$ cat src/hdl/lpp_pkg.sv
`default_nettype none
package lpp_pkg;

  localparam int unsigned ROWS_DEF    = 128;
  localparam int unsigned COLUMNS_DEF = 2048;

  localparam int unsigned ROW_W   = 7;
  localparam int unsigned COL_W   = 11;
  localparam int unsigned RANGE_W = 20;
  localparam int unsigned DIR_W   = 18;
  localparam int unsigned OFF_W   = 24;
  localparam int unsigned POS_W   = 26;
  localparam int unsigned NCOL_W  = 12;

  localparam int unsigned APB_AW = 4;
  localparam int unsigned APB_DW = 32;

  localparam logic [RANGE_W-1:0] MIN_RANGE_RST = 20'd1;
  localparam logic [RANGE_W-1:0] MAX_RANGE_RST = 20'd1000000;
  localparam logic [NCOL_W-1:0]  NCOL_RST      = 12'd1024;

  typedef enum logic {
    OP_LOAD    = 1'b0,
    OP_CONVERT = 1'b1
  } op_e;

  typedef enum logic [1:0] {
    ST_POINT    = 2'd0,
    ST_EXCLUDED = 2'd1,
    ST_RANGE    = 2'd2,
    ST_FRAME    = 2'd3
  } status_e;

  typedef enum logic [1:0] {
    REG_MIN_RANGE = 2'd0,
    REG_MAX_RANGE = 2'd1,
    REG_COLUMNS   = 2'd2
  } reg_e;

  typedef struct packed {
    logic                    exclude;
    logic signed [DIR_W-1:0] dir_z;
    logic signed [DIR_W-1:0] dir_y;
    logic signed [DIR_W-1:0] dir_x;
    logic signed [OFF_W-1:0] off_x;
    logic signed [OFF_W-1:0] off_y;
    logic signed [OFF_W-1:0] off_z;
  } entry_t;

endpackage
`default_nettype wire

$ cat src/hdl/lpp_axis.sv
`default_nettype none
module lpp_axis (
  input  wire logic                              clk_i,
  input  wire logic                              mul_en_i,
  input  wire logic                              sum_en_i,
  input  wire logic signed [lpp_pkg::DIR_W-1:0]  dir_i,
  input  wire logic [lpp_pkg::RANGE_W-1:0]       range_i,
  input  wire logic signed [lpp_pkg::OFF_W-1:0]  off_i,
  output logic signed [lpp_pkg::POS_W-1:0]       pos_o
);

  localparam int unsigned PW = lpp_pkg::DIR_W + lpp_pkg::RANGE_W + 1;
  localparam int unsigned SW = PW - 13 + 1;

  localparam logic signed [SW-1:0] PosMax = SW'(33554431);
  localparam logic signed [SW-1:0] PosMin = -SW'(33554432);

  logic signed [lpp_pkg::RANGE_W:0] rng_s;
  logic signed [PW-1:0]             prod_d, prod_q;
  logic signed [lpp_pkg::OFF_W-1:0] off_q;
  logic signed [PW:0]               rnd;
  logic signed [PW-13:0]            shr;
  logic signed [SW-1:0]             sum;
  logic signed [lpp_pkg::POS_W-1:0] pos_d, pos_q;

  assign rng_s  = $signed({1'b0, range_i});
  assign prod_d = PW'(dir_i) * PW'(rng_s);

  always_ff @(posedge clk_i) begin
    if (mul_en_i) begin
      prod_q <= prod_d;
      off_q  <= off_i;
    end
  end

  // round half up to 1/16 mm: add 2^12, floor shift by 13
  assign rnd = (PW+1)'(prod_q) + (PW+1)'(4096);
  assign shr = rnd[PW:13];
  assign sum = SW'(shr) + SW'(off_q);

  always_comb begin
    if (sum > PosMax) begin
      pos_d = PosMax[lpp_pkg::POS_W-1:0];
    end else if (sum < PosMin) begin
      pos_d = PosMin[lpp_pkg::POS_W-1:0];
    end else begin
      pos_d = sum[lpp_pkg::POS_W-1:0];
    end
  end

  always_ff @(posedge clk_i) begin
    if (sum_en_i) begin
      pos_q <= pos_d;
    end
  end

  assign pos_o = pos_q;

endmodule
`default_nettype wire

$ cat config.mk
export PLATFORM = sky130hd
export DESIGN_NAME = lpp_axis
export DESIGN_NICKNAME = d
export VERILOG_FILES = /design/src/hdl/lpp_pkg.sv /design/src/hdl/lpp_axis.sv
export SDC_FILE = /design/constraint.sdc
export NUM_CORES = 1
export LEC_CHECK = 0
export ABC_AREA = 1
export BUFFER_PORTS_ARGS = -buffer_cell sky130_fd_sc_hd__buf_4
export CORE_ASPECT_RATIO = 1.4
export CORE_MARGIN = 3
export CORE_UTILIZATION = 49
export DETAILED_ROUTE_END_ITERATION = 10
export HOLD_SLACK_MARGIN = 0.02
export PLACE_DENSITY = 0.66
export SLEW_MARGIN = 15
export SYNTH_ARGS = -nofsm -noshare
export SYNTH_HDL_FRONTEND = slang
export SYNTH_SLANG_ARGS = --single-unit
$ cat constraint.sdc
create_clock -name clk_i -period 8.9 [get_ports clk_i]
set_input_delay 1.335 -clock clk_i [delete_from_list [all_inputs] [get_ports clk_i]]
set_output_delay 1.335 -clock clk_i [all_outputs]
set_load 0.05 [all_outputs]
==> results by group <==
Die
  • Die height: 230 um
  • Die width: 166 um
  • # IOs: 91
  • # rows: 81
  • Die ar.: 38100 um^2
  • Starting Density: 50.0%
  • Core area: 35100 um^2

Timing
  • Endpoints failing hold: 0
  • Setup_tns: 0 ns
  • Final setup skew: 0.00599 ns
  • Fmax: 149 MHz
  • RSZ-0062 raised after global routing: false
  • Final worst slack: 2.17 ns
  • Slew Viols, Final: 0
  • Final setup fails: 0
  • Final period util: 75.6%
  • Post-layout min period: 6.73 ns
  • Slew @ Worst Pin: 0.672 ns
  • Max-slew headroom: 55.2%

Clock network
  • Post-CTS Setup Bufs: 0
  • Post_cts resized: 0
  • Cts hold-fix bufs: 0
  • CTS tree: done
  • Clock slew at reported path FFs: 0.06 ns
  • Worst-Skew Late Latency: 0.35 ns
  • TritonCTS Buffers: 9
  • Root buf cell: clkbuf_16
  • CTS sink count: 77
  • H-tree depth: 3
  • CTS max path bufs: 2

Setup path
  • Worst setup SP type: input port
  • Worst Path Max Fanout: 18
  • Nature of the critical path endpoint: flip-flop
  • CP startpoint: range_i[5]
  • Worst r2r src: prod_q[12]
  • Crit path largest cell delay: 0.56 ns
  • Most used cell, CP: nand2_1
  • R2R cell count: 19
  • CP max stage cell: fa_1
  • Setup CP Type: input port to flip-flop
  • WP data arrival: 6.83 ns
  • Flop2flop setup slack: 4.88 ns
  • R2r endpoint: pos_o[15]
  • Req. time, crit path: 9.00 ns

Logic synthesis
  • Synth Cell Area: 17500 um^2
  • Area contributors post-synth: fa_1 33%, nand2_1 15%, inv_1 14%
  • Synthesis Warnings: 0
  • Async set-reset flop share out of synthesis: 0%
  • Top_reg_cell synth: edfxtp_1
  • Synth top area share: 32.9%
  • Post-synth top area cell: fa_1
  • Syn_nets: 2819
  • Seq/Total Area, Yosys: 13.2%
  • Mapped Cells: 2307
  • Syn_area_per_cell: 7.59 um^2
  • Post-synth cell types: 39
  • Number of synthesized flops with an enable pin: 77
  • Synth Register Bits: 77

Flow run
  • Max Cap Viol: 0

Global route
  • GR Util All Layers: 23.5%
  • Largest net degree at the start of global routing: 52
  • Initial antenna violation count: 0
  • Remaining Overflow, GRT: 0
  • Vias in the first global route: 15200
  • First-pass GRT wire length: 73200 um

Cells and area
  • Final #Nets: 2840
  • N_diodes: 0
  • Layout area overhead: 6.84%
  • Fraction of layout cells with a size suffix above 1: 5.87%

Drt
  • Final WL: 43200 um
  • DRT iter0 DRCs: 963
  • Via density: 5.02
  • Post-DRT Antenna Nets: 0
  • DRC: 0
  • WL/cell: 15.5 um
  • TritonRoute pass-1 iters: 7
  • Via count: 14000

Outcome
  • Status: complete, no violations

Min path
  • Hold path depth: 3
  • Hold Path Class: flip-flop to flip-flop
  • Worst hold start: off_q[0]
  • Worst Hold Path EP: pos_o[0]

Placed design
  • IO buf count: 90
  • GPL Wtd Cong: 0.984
  • Post-Place Worst Slack: 1.83 ns
  • Detailed placement HPWL: 36400 um
cell families (layout without fill, tap and decap cells):
kind of cell | count (synthesis) | count (layout) | share of synthesized area, %
AND/OR/NAND/NOR | 912 | 912 | 20.9
buffers and inverters | 711 | 737 | 15.4
adder cells (fa/ha/maj) | 447 | 447 | 44.3
AO/OA/AOI/OAI | 103 | 103 | 3.32
flip-flops | 77 | 77 | 13.2
XOR/XNOR | 57 | 57 | 2.85
per-layer routing:
| layer | vias up | wire (um) | global-route usage (%) |
|---|---|---|---|
| met1 | 6768 | 16500 | 27.1 |
| met5 | - | 0 | 0 |
| met2 | 380 | 23300 | 44.9 |
| met3 | 120 | 1660 | 1.91 |
| met4 | 0 | 1710 | 9.08 |
| li1 | 6737 | - | - |
worst max path at each step:
| stage | endpoint | slack [ns] | cells after the start |
|---|---|---|---|
| global route | prod_q[27] | 1.91 | 25 |
| CTS | prod_q[35] | 2.21 | 25 |
| floorplan | prod_q[35] | 2.25 | 26 |
| detailed placement | prod_q[35] | 1.83 | 25 |
| finish | prod_q[35] | 2.17 | 25 |
| global placement | prod_q[35] | 1.94 | 25 |
cell usage after synthesis, drive strengths merged (3+ instances only):
library cell  count
ha              159
nor2            128
nor3             20
o21ai            24
buf               9
nand2           687
or2               9
o21bai           12
xnor2            12
o21a              4
a21oi            53
inv             630
xor2             45
nand4            12
edfxtp           77
fa              288
clkbuf           71
nand3            53
a31oi             3
layout make-up:
type	instances	area, um^2
Clock buffer	9	225
Tap cell	456	571
Sequential cell	77	2310
Clock inverter	7	58.8
Fill cell	3464	16400
Timing Repair Buffer	90	676
Inverter	631	2370
Multi-Input combinational cell	1519	12500
state kept, by name, indices dropped and copies added (netlist names):
signal	flops
pos_o	26
off_q	24
prod_q	27
worst max-delay path, delay by kind of cell:
| kind | cells | cell delay, ns |
|---|---|---|
| simple gates | 11 | 1.44 |
| fa+ha+maj | 7 | 3.47 |
| buf+inv | 7 | 0.58 |
cell usage in the layout (no fill, tap or decap), types with 2 or more instances in the layout:
cell        synthesis  layout
xnor2_1            12      12
nor2_2              3       3
a21o_1              2       2
o21bai_1           12      12
xor2_1             45      45
nand2_2             9       9
nand4_1            11      11
a31oi_1             3       3
nand3_2             2       2
nand3_1            51      51
a21boi_0            2       2
o21a_1              4       4
nand3b_1            2       2
nand2_1           677     677
nor3_2              2       2
clkbuf_16           0       9
fa_1              288     288
buf_4               0      90
ha_1              159     159
clkinvlp_4          0       4
or2_2               9       9
edfxtp_1           77      77
a21oi_1            52      52
nor2_4              2       2
o21ai_0            23      23
inv_1             630     630
nor2_1            123     123
nor3_1             17      17
stage by stage:
stage	cells	area [um^2]	util [%]	hold slack (ns)
4_1_cts	2789	18700	53.4	0.672
3_3_place_gp	2773	18400	52.6	0.645
2_1_floorplan	2307	17500	-	0.612
6_report	2789	18700	53.4	0.662
5_1_grt	2789	18700	53.4	0.690
3_5_place_dp	2773	18400	52.6	0.650
Power is not shown: default switching activity piles up to over one toggle a cycle in this logic, so the estimate is an artifact.
